`config.mk`:
```
export PLATFORM = sky130hd
export DESIGN_NAME = madt_entry_parser
export DESIGN_NICKNAME = d
export VERILOG_FILES = /design/src/design/madt_pkg.sv /design/src/design/madt_parser.sv /design/src/design/madt_entry_parser.sv
export SDC_FILE = /design/constraint.sdc
export NUM_CORES = 2
export LEC_CHECK = 0
export BUFFER_PORTS_ARGS = -buffer_cell sky130_fd_sc_hd__buf_2
export CORE_MARGIN = 4
export CORE_UTILIZATION = 45
export CTS_BUF_LIST = sky130_fd_sc_hd__clkbuf_8
export DETAILED_ROUTE_END_ITERATION = 16
export GPL_ROUTABILITY_DRIVEN = 0
export PLACE_DENSITY = 0.59
export SLEW_MARGIN = 10
export SYNTH_ARGS = -nofsm -noshare
export SYNTH_HDL_FRONTEND = slang
export SYNTH_HIERARCHICAL = 1
export SYNTH_SLANG_ARGS = --single-unit
```
`constraint.sdc`:
```
create_clock -name aclk -period 12.57 [get_ports aclk]
set_clock_uncertainty 0.2 [all_clocks]
set_input_delay 2.514 -clock aclk [delete_from_list [all_inputs] [get_ports aclk]]
set_output_delay 2.514 -clock aclk [all_outputs]
set_load 0.01 [all_outputs]
```
`src/design/madt_pkg.sv`:
```
// Shared types, constants and codes for the MADT entry parser.
package madt_pkg;

    localparam int CPU_SLOTS      = 16;
    localparam int OVERRIDE_SLOTS = 16;

    localparam int CPU_CNT_W = $clog2(CPU_SLOTS + 1);
    localparam int CPU_IDX_W = (CPU_SLOTS > 1) ? $clog2(CPU_SLOTS) : 1;
    localparam int OVR_CNT_W = $clog2(OVERRIDE_SLOTS + 1);
    localparam int OVR_IDX_W = (OVERRIDE_SLOTS > 1) ? $clog2(OVERRIDE_SLOTS) : 1;

    // Wide enough to compare an 8-bit query index against any slot count.
    localparam int QCMP_W = ((CPU_CNT_W > OVR_CNT_W) ? CPU_CNT_W : OVR_CNT_W) + 8;

    localparam logic [31:0] LAPIC_DEFAULT  = 32'hFEE0_0000;
    localparam logic [31:0] IOAPIC_DEFAULT = 32'hFEC0_0000;

    localparam logic [31:0] LEN_OFFSET      = 32'd4;
    localparam logic [31:0] LEN_OFFSET_LAST = 32'd7;
    localparam logic [31:0] LAPIC_OFFSET    = 32'd36;
    localparam logic [31:0] LAPIC_OFF_LAST  = 32'd39;
    localparam logic [31:0] ENTRY_START     = 32'd44;

    localparam int         CAPTURE_BYTES     = 10;
    localparam logic [7:0] MIN_ENTRY_LEN     = 8'd2;
    localparam logic [7:0] LAPIC_OVR_MIN_LEN = 8'd12;

    typedef enum logic [1:0] {
        CMD_TABLE_BYTE = 2'd0,
        CMD_QUERY_CPU  = 2'd1,
        CMD_QUERY_OVR  = 2'd2,
        CMD_UNUSED     = 2'd3
    } madt_cmd_t;

    localparam logic [7:0] KIND_CPU       = 8'd0;
    localparam logic [7:0] KIND_IOAPIC    = 8'd1;
    localparam logic [7:0] KIND_OVERRIDE  = 8'd2;
    localparam logic [7:0] KIND_LAPIC_OVR = 8'd5;

    typedef struct packed {
        logic                 table_valid;
        logic [31:0]          lapic;
        logic [31:0]          ioapic;
        logic [7:0]           ioapic_num;
        logic [31:0]          gsi_base;
        logic [CPU_CNT_W-1:0] enabled_cnt;
        logic [OVR_CNT_W-1:0] override_fill;
    } madt_status_t;

    typedef struct packed {
        logic [15:0] flags;
        logic [31:0] gsi;
        logic [7:0]  source;
    } madt_ovr_t;

    // Result word, last field in the lowest bits.
    typedef struct packed {
        logic [3:0]  pad;
        logic [15:0] override_flags;
        logic [31:0] override_gsi;
        logic [7:0]  override_source;
        logic [7:0]  cpu_apic_number;
        logic        found;
        logic [4:0]  override_count;
        logic [4:0]  enabled_cpus;
        logic [31:0] gsi_base;
        logic [7:0]  ioapic_number;
        logic [31:0] ioapic_base;
        logic [31:0] lapic_base;
        logic        table_done;
    } madt_result_t;

endpackage

```
`src/design/madt_parser.sv`:
```
// Byte-wise MADT header and entry parser with the CPU and override tables.
module madt_parser (
    input  logic                              aclk,
    input  logic                              aresetn,
    input  logic                              byte_en,
    input  logic [7:0]                        data_byte,
    input  logic [madt_pkg::CPU_IDX_W-1:0]    cpu_rd_idx,
    input  logic [madt_pkg::OVR_IDX_W-1:0]    ovr_rd_idx,
    output madt_pkg::madt_status_t            status,
    output logic [7:0]                        cpu_rd_apic,
    output madt_pkg::madt_ovr_t               ovr_rd
);
    import madt_pkg::*;

    logic [31:0]          offset_reg, offset_next;
    logic [31:0]          length_reg, length_next;
    logic [7:0]           pos_reg, pos_next;
    logic [7:0]           elen_reg, elen_next;
    logic [7:0]           kind_reg, kind_next;
    logic [7:0]           cap_reg  [CAPTURE_BYTES];
    logic [7:0]           cap_next [CAPTURE_BYTES];
    logic                 stopped_reg, stopped_next;
    logic                 valid_reg, valid_next;
    logic [31:0]          lapic_reg, lapic_next;
    logic [31:0]          ioapic_reg, ioapic_next;
    logic [7:0]           ioapic_id_reg, ioapic_id_next;
    logic [31:0]          gsi_base_reg, gsi_base_next;
    logic [CPU_CNT_W-1:0] cpu_fill_reg, cpu_fill_next;
    logic [CPU_CNT_W-1:0] enabled_cnt_reg, enabled_cnt_next;
    logic [OVR_CNT_W-1:0] ovr_fill_reg, ovr_fill_next;

    // Enabled processors are stored packed, so the nth enabled one is entry n.
    logic [7:0]           enabled_apic [CPU_SLOTS];
    madt_ovr_t            ovr_table    [OVERRIDE_SLOTS];

    logic                 commit;
    logic                 cpu_wr, ovr_wr;
    logic [31:0]          cap_word4, cap_word8;

    assign cap_word4 = {cap_next[5], cap_next[4], cap_next[3], cap_next[2]};
    assign cap_word8 = {cap_next[9], cap_next[8], cap_next[7], cap_next[6]};

    always_comb begin
        offset_next      = offset_reg;
        length_next      = length_reg;
        pos_next         = pos_reg;
        elen_next        = elen_reg;
        kind_next        = kind_reg;
        stopped_next     = stopped_reg;
        valid_next       = valid_reg;
        lapic_next       = lapic_reg;
        ioapic_next      = ioapic_reg;
        ioapic_id_next   = ioapic_id_reg;
        gsi_base_next    = gsi_base_reg;
        cpu_fill_next    = cpu_fill_reg;
        enabled_cnt_next = enabled_cnt_reg;
        ovr_fill_next    = ovr_fill_reg;
        commit           = 1'b0;
        cpu_wr           = 1'b0;
        ovr_wr           = 1'b0;
        for (int i = 0; i < CAPTURE_BYTES; i++) begin
            cap_next[i] = cap_reg[i];
        end

        if (byte_en && !valid_reg) begin
            if (offset_reg >= LEN_OFFSET && offset_reg <= LEN_OFFSET_LAST) begin
                length_next = length_reg | (32'(data_byte) << {offset_reg[1:0], 3'b000});
            end
            if (offset_reg >= LAPIC_OFFSET && offset_reg <= LAPIC_OFF_LAST) begin
                lapic_next = lapic_reg | (32'(data_byte) << {offset_reg[1:0], 3'b000});
            end

            if (offset_reg >= ENTRY_START && !stopped_reg) begin
                if (pos_reg == 8'd0) begin
                    kind_next = data_byte;
                    for (int i = 0; i < CAPTURE_BYTES; i++) begin
                        cap_next[i] = 8'd0;
                    end
                    pos_next = 8'd1;
                end else if (pos_reg == 8'd1 && data_byte < MIN_ENTRY_LEN) begin
                    // A malformed length ends entry parsing for this table.
                    elen_next    = data_byte;
                    stopped_next = 1'b1;
                    pos_next     = 8'd0;
                end else begin
                    if (pos_reg == 8'd1) begin
                        elen_next = data_byte;
                    end
                    for (int i = 0; i < CAPTURE_BYTES; i++) begin
                        if (pos_reg == 8'(i + 2)) begin
                            cap_next[i] = data_byte;
                        end
                    end
                    if ({1'b0, pos_reg} + 9'd1 == {1'b0, elen_next}) begin
                        commit   = 1'b1;
                        pos_next = 8'd0;
                    end else begin
                        pos_next = pos_reg + 8'd1;
                    end
                end
            end

            if (commit) begin
                case (kind_reg)
                    KIND_CPU: begin
                        if (cpu_fill_reg < CPU_CNT_W'(CPU_SLOTS)) begin
                            cpu_fill_next = cpu_fill_reg + CPU_CNT_W'(1);
                            if (cap_next[2][0]) begin
                                cpu_wr           = 1'b1;
                                enabled_cnt_next = enabled_cnt_reg + CPU_CNT_W'(1);
                            end
                        end
                    end
                    KIND_IOAPIC: begin
                        ioapic_id_next = cap_next[0];
                        ioapic_next    = cap_word4;
                        gsi_base_next  = cap_word8;
                    end
                    KIND_OVERRIDE: begin
                        if (ovr_fill_reg < OVR_CNT_W'(OVERRIDE_SLOTS)) begin
                            ovr_wr        = 1'b1;
                            ovr_fill_next = ovr_fill_reg + OVR_CNT_W'(1);
                        end
                    end
                    KIND_LAPIC_OVR: begin
                        if (elen_next >= LAPIC_OVR_MIN_LEN) begin
                            lapic_next = cap_word4;
                        end
                    end
                    default: begin
                    end
                endcase
            end

            if (offset_reg >= LEN_OFFSET_LAST &&
                {1'b0, offset_reg} + 33'd1 >= {1'b0, length_next}) begin
                valid_next = 1'b1;
            end
            offset_next = offset_reg + 32'd1;
        end
    end

    always_ff @(posedge aclk) begin
        if (!aresetn) begin
            offset_reg      <= '0;
            length_reg      <= '0;
            pos_reg         <= '0;
            elen_reg        <= '0;
            kind_reg        <= '0;
            stopped_reg     <= 1'b0;
            valid_reg       <= 1'b0;
            lapic_reg       <= '0;
            ioapic_reg      <= '0;
            ioapic_id_reg   <= '0;
            gsi_base_reg    <= '0;
            cpu_fill_reg    <= '0;
            enabled_cnt_reg <= '0;
            ovr_fill_reg    <= '0;
        end else begin
            offset_reg      <= offset_next;
            length_reg      <= length_next;
            pos_reg         <= pos_next;
            elen_reg        <= elen_next;
            kind_reg        <= kind_next;
            stopped_reg     <= stopped_next;
            valid_reg       <= valid_next;
            lapic_reg       <= lapic_next;
            ioapic_reg      <= ioapic_next;
            ioapic_id_reg   <= ioapic_id_next;
            gsi_base_reg    <= gsi_base_next;
            cpu_fill_reg    <= cpu_fill_next;
            enabled_cnt_reg <= enabled_cnt_next;
            ovr_fill_reg    <= ovr_fill_next;
        end
    end

    always_ff @(posedge aclk) begin
        for (int i = 0; i < CAPTURE_BYTES; i++) begin
            cap_reg[i] <= cap_next[i];
        end
        if (cpu_wr) begin
            enabled_apic[enabled_cnt_reg[CPU_IDX_W-1:0]] <= cap_next[1];
        end
        if (ovr_wr) begin
            ovr_table[ovr_fill_reg[OVR_IDX_W-1:0]] <= '{
                flags:  {cap_next[7], cap_next[6]},
                gsi:    cap_word4,
                source: cap_next[1]
            };
        end
    end

    assign status = '{
        table_valid:   valid_reg,
        lapic:         lapic_reg,
        ioapic:        ioapic_reg,
        ioapic_num:    ioapic_id_reg,
        gsi_base:      gsi_base_reg,
        enabled_cnt:   enabled_cnt_reg,
        override_fill: ovr_fill_reg
    };

    assign cpu_rd_apic = enabled_apic[cpu_rd_idx];
    assign ovr_rd      = ovr_table[ovr_rd_idx];

endmodule

```
`src/design/madt_entry_parser.sv`:
```
// Top level of the streaming MADT parser: handshake, stage register and result register.
// An accepted transaction passes through the stage register and then the result register,
// and back-pressure on m_tready can hold it in either before the result is taken.
// Throughput: one transaction per cycle while m_tready does not stall the result register.
// Reset (aresetn low at a clock edge) clears the parser state, the fill counts and both
// valid flags; the tables are read only below their fill counts and are not cleared.
module madt_entry_parser (
    input  logic         aclk,
    input  logic         aresetn,
    input  logic         s_tvalid,
    output logic         s_tready,
    input  logic [15:0]  s_tdata,   // [7:0] data_byte, [15:8] query_index
    input  logic [1:0]   s_tuser,   // [1:0] command
    output logic         m_tvalid,
    input  logic         m_tready,
    // [0] table_done, [32:1] lapic_base, [64:33] ioapic_base, [72:65] ioapic_number,
    // [104:73] gsi_base, [109:105] enabled_cpus, [114:110] override_count, [115] found,
    // [123:116] cpu_apic_number, [131:124] override_source, [163:132] override_gsi,
    // [179:164] override_flags, [183:180] zero
    output logic [183:0] m_tdata
);
    import madt_pkg::*;

    // The stage register holds the command and index of the transaction whose table
    // byte has just been applied, so the parser state seen here is the state right
    // after that transaction. The parser only moves again when this stage empties
    // or hands its transaction to the result register in the same cycle.
    logic         st_valid_reg;
    madt_cmd_t    st_cmd_reg;
    logic [7:0]   st_query_reg;

    logic         m_tvalid_reg;
    madt_result_t m_tdata_reg, m_tdata_next;

    logic         out_ready;
    logic         st_advance;
    logic         s_accept;
    logic         byte_en;

    madt_status_t status;
    logic [7:0]   cpu_rd_apic;
    madt_ovr_t    ovr_rd;
    logic         cpu_hit;
    logic         ovr_hit;

    // The result register can load when it is empty or being drained this cycle.
    assign out_ready  = !m_tvalid_reg || m_tready;
    assign st_advance = st_valid_reg && out_ready;
    assign s_tready   = !st_valid_reg || out_ready;
    assign s_accept   = s_tvalid && s_tready;
    assign byte_en    = s_accept && (madt_cmd_t'(s_tuser) == CMD_TABLE_BYTE);

    madt_parser u_parser (
        .aclk        (aclk),
        .aresetn     (aresetn),
        .byte_en     (byte_en),
        .data_byte   (s_tdata[7:0]),
        .cpu_rd_idx  (st_query_reg[CPU_IDX_W-1:0]),
        .ovr_rd_idx  (st_query_reg[OVR_IDX_W-1:0]),
        .status      (status),
        .cpu_rd_apic (cpu_rd_apic),
        .ovr_rd      (ovr_rd)
    );

    always_ff @(posedge aclk) begin
        if (!aresetn) begin
            st_valid_reg <= 1'b0;
            m_tvalid_reg <= 1'b0;
        end else begin
            if (s_accept) begin
                st_valid_reg <= 1'b1;
            end else if (st_advance) begin
                st_valid_reg <= 1'b0;
            end
            if (st_advance) begin
                m_tvalid_reg <= 1'b1;
            end else if (m_tready) begin
                m_tvalid_reg <= 1'b0;
            end
        end
    end

    always_ff @(posedge aclk) begin
        if (s_accept) begin
            st_cmd_reg   <= madt_cmd_t'(s_tuser);
            st_query_reg <= s_tdata[15:8];
        end
        if (st_advance) begin
            m_tdata_reg <= m_tdata_next;
        end
    end

    // A CPU query counts only enabled processors and only once the table is done.
    // An override query is answered from whatever records are stored so far.
    always_comb begin
        cpu_hit = 1'b0;
        ovr_hit = 1'b0;
        case (st_cmd_reg)
            CMD_QUERY_CPU: begin
                cpu_hit = status.table_valid &&
                          (QCMP_W'(st_query_reg) < QCMP_W'(status.enabled_cnt));
            end
            CMD_QUERY_OVR: begin
                ovr_hit = QCMP_W'(st_query_reg) < QCMP_W'(status.override_fill);
            end
            default: begin
            end
        endcase

        m_tdata_next.pad             = '0;
        m_tdata_next.table_done      = status.table_valid;
        m_tdata_next.lapic_base      = status.table_valid ? status.lapic : LAPIC_DEFAULT;
        m_tdata_next.ioapic_base     = status.table_valid ? status.ioapic : IOAPIC_DEFAULT;
        m_tdata_next.ioapic_number   = status.table_valid ? status.ioapic_num : 8'd0;
        m_tdata_next.gsi_base        = status.table_valid ? status.gsi_base : 32'd0;
        // With no enabled processor found, or before the table is done, the boot processor is still reported.
        m_tdata_next.enabled_cpus    = (status.table_valid && status.enabled_cnt != '0) ?
                                       5'(status.enabled_cnt) : 5'd1;
        m_tdata_next.override_count  = 5'(status.override_fill);
        m_tdata_next.found           = cpu_hit || ovr_hit;
        m_tdata_next.cpu_apic_number = cpu_hit ? cpu_rd_apic : 8'd0;
        m_tdata_next.override_source = ovr_hit ? ovr_rd.source : 8'd0;
        m_tdata_next.override_gsi    = ovr_hit ? ovr_rd.gsi : 32'd0;
        m_tdata_next.override_flags  = ovr_hit ? ovr_rd.flags : 16'd0;
    end

    assign m_tvalid = m_tvalid_reg;
    assign m_tdata  = m_tdata_reg;

endmodule

```
==> metrics.md <==
| Metric | Value |
|---|---|
| Largest register FFs | 896 |
| Status | finished, final reports clean |
| Nets | 3831 |
| Starting Density | 45.3% |
| Clock network fraction of total power | 41.6% |
| H-tree depth | 4 |
| Period utilization | 57.1% |
| DRC | 0 |
| CTS Root Cell | clkbuf_8 |
| Final Power | 9.61 mW |
| Cell internal pwr | 7.50 mW |
| Worst-path clk slew | 0.07 ns |
| Hold slack | 0.247 ns |
| Synthesis-to-finish area growth | 13.5% |
| CTS Hold Bufs | 0 |
| Unique masters post-synth | 67 |
| Fin Setup TNS | 0 ns |
| Switching share of power | 22.0% |
| Die Y | 369 um |
| Post-Place Cell Area | 0.0619 mm2 |
| Post-route ant nets | 0 |
| Setup bufs post-CTS | 0 |
| Mean Syn Cell Area | 17.1 um2 |
| Max Cap Viol | 0 |
| Synthesized area | 0.0587 mm2 |
| Fmax | 139 MHz |
| Std-Cell Rows | 132 |
| Place WS | 4.34 ns |
| Sequential share of power | 55.7% |
| Worst EP arrival | 7.53 ns |
| Vias per inst | 5.63 |
| Setup WS post-layout | 5.39 ns |
| Fin area | 0.0666 mm2 |
| Longest Clk Path Bufs | 3 |
| CTS tree | built |
| Global-route wire length before repair | 223000 um |
| Main flop type after synthesis | edfxtp_1 |
| Post-DP HPWL | 86700 um |
| Placed Instances | 5258 |
| Worst Setup End Kind | flop |
| Final WL | 154000 um |
| Core Util, Final | 51.4% |
| Synth async-reset ratio | 0% |
| Total number of vias | 32122 |
| Leakage | 23.0 nW |
| Ys Warns | 6 |
| Final setup fails | 0 |
| Max-slew violation count | 0 |
| Top-area cell type share of the netlist area | 62.5% |
| Fillers | 10743 |
| CP Data Required Time | 12.92 ns |
| Relative slew slack | 18.8% |
| 1st-iter DRT viols | 3189 |
| Ranking of synthesized cells by area | edfxtp_1 63%, mux4_2 12%, dfxtp_1 9.7% |
| Switching power | 2.11 mW |
| Final Hold Viols | 0 |
| Non-Filler Instances | 5708 |
| Worst-margin pin slew | 1.22 ns |
| Hold Startpoint | u_parser/ioapic_reg[30]$_SDFFE_PN0P_ |
| Layout cells sized above 1 | 24.9% |
| GRT Overall Usage | 22.6% |
| Cell count after synthesis | 3432 |
| Pwr/cell area | 144 mW/mm2 |
| DIE WIDTH | 369 um |
| Die area | 0.136 mm2 |
| Largest net degree at the start of global routing | 138 |
| CP Launch Point | m_tready |
| DR WL/cell | 26.9 um |
| Seq cells post-synth | 1505 |
| Comb power frac | 2.7% |
| Number of global-route vias before repair | 32238 |
| GR Overflow Total | 0 |
| Resized cells post-CTS | 0 |
| Input/output buffers | 203 |
| Total CTS buffers | 236 |
| Detailed Routing Iterations Pass 1 | 5 |
| Clk sinks | 1505 |
| Worst IR Drop VDD | 0.114 mV |
| CP startpoint kind | primary input |
| CP max FO | 34 |
| Core area | 0.129 mm2 |
| Antenna violations before repair | 13 |
| Yosys top cell by area | edfxtp_1 |
| Worst min path class | flop to flop |
| Register area share after synthesis | 72.2% |
| EDFF count, synth | 1222 |
| Tmin final | 7.18 ns |
| Setup CP Type | primary input to flop |
| I/O pins | 208 |
| Worst-skew pair later-pin latency | 0.95 ns |
| RSZ-0062 raised after global routing | false |
| Worst reg2reg startpoint | m_tvalid$_SDFFE_PN0P_ |
-- cell usage after synthesis, drive strengths merged (2+ instances only) --
cell / count
ha: 55
a211oi: 32
and3: 14
nor3: 23
nor4: 12
clkbuf: 160
or4: 3
or2: 2
xor2: 33
xnor2: 34
nor4b: 7
dfxtp: 283
nor3b: 4
and4: 6
a31oi: 38
edfxtp: 1222
nand2b: 26
nand2: 257
inv: 25
and2: 164
a21boi: 2
buf: 55
nand4: 28
o31a: 2
a21o: 17
mux2i: 71
a22o: 8
and4b: 2
nand4b: 7
or3: 12
o21a: 7
nor2: 214
o21ai: 23
nor2b: 7
a22oi: 2
mux4: 320
nand3b: 3
a21oi: 197
a211o: 3
nand3: 41
-- path summary, 6_finish.rpt --
path	endpoint	slack [ns]	depth (start not counted)
max	u_parser/ovr_table[7][41]$_DFFE_PP_	5.39	13
min	u_parser/ioapic_reg[30]$_SDFFE_PN0P_	0.25	2
max reg2reg	u_parser/ovr_table[7][41]$_DFFE_PP_	6.65	12
min reg2reg	u_parser/ioapic_reg[30]$_SDFFE_PN0P_	0.25	2
-- power by group through the flow --
stage,registers [mW],clock network [mW],logic (mW)
2_1_floorplan,5.48,0,0.153
3_3_place_gp,5.46,0,0.265
3_5_place_dp,5.46,0,0.265
4_1_cts,5.36,4.10,0.265
5_1_grt,5.36,4.34,0.277
6_report,5.36,4.00,0.260
-- logic make-up (layout without fill, tap and decap cells) --
kind of cell	count (synthesis)	in the layout	synth area share, %
buffers and inverters	240	769	1.68
and+or+nand+nor	833	833	7.02
adders and majority gates	55	55	1.17
AOI/OAI and AO/OA	340	340	3.41
DFF	1505	1505	72.2
muxes	391	391	13.5
xor gates and xnor gates	67	67	1.00
other	1	6	0.00639
-- critical path, stage by stage --
cell	delay, ns
buf_2	0.07
nor2b_1	0.08
nand2_1	0.09
and2_1	0.42
nor3b_1	0.67
nand2b_1	0.65
nor2_1	0.34
o31a_1	0.18
buf_4	0.26
and4_1	0.34
nand2_1	0.20
nor2_4	0.93
buf_4	0.73
-- routing by layer --
| metal | wire length (um) | track usage (%) | vias up |
|---|---|---|---|
| met2 | 72300 | 35.2 | 1173 |
| met4 | 3970 | 7.05 | 2 |
| met1 | 66400 | 32.1 | 16748 |
| li1 | - | - | 13986 |
| met5 | 13 | 0 | - |
| met3 | 11100 | 4.64 | 213 |
-- cell type report --
cell class	instances	area [um2]	area share (%)
Clock inverter	186	1030	1.55
Multi-Input combinational cell	1690	15500	23.4
Clock buffer	262	3610	5.42
Timing Repair Buffer	296	1750	2.63
Antenna cell	2	5.00	0.00752
Inverter	25	98.8	0.148
Tap cell	1742	2180	3.27
Sequential cell	1505	42400	63.6
-- cells in the final DEF (no fill, tap or decap), types with 71 or more instances in the layout --
cell type     n
nand2_1     256
and2_1      161
buf_2       203
edfxtp_1   1222
clkbuf_8    262
mux4_2      320
dfxtp_1     282
mux2i_1      71
buf_4        90
nor2_1      190
inv_1       116
a21oi_1     191
Power figures use the tool's default switching activity.
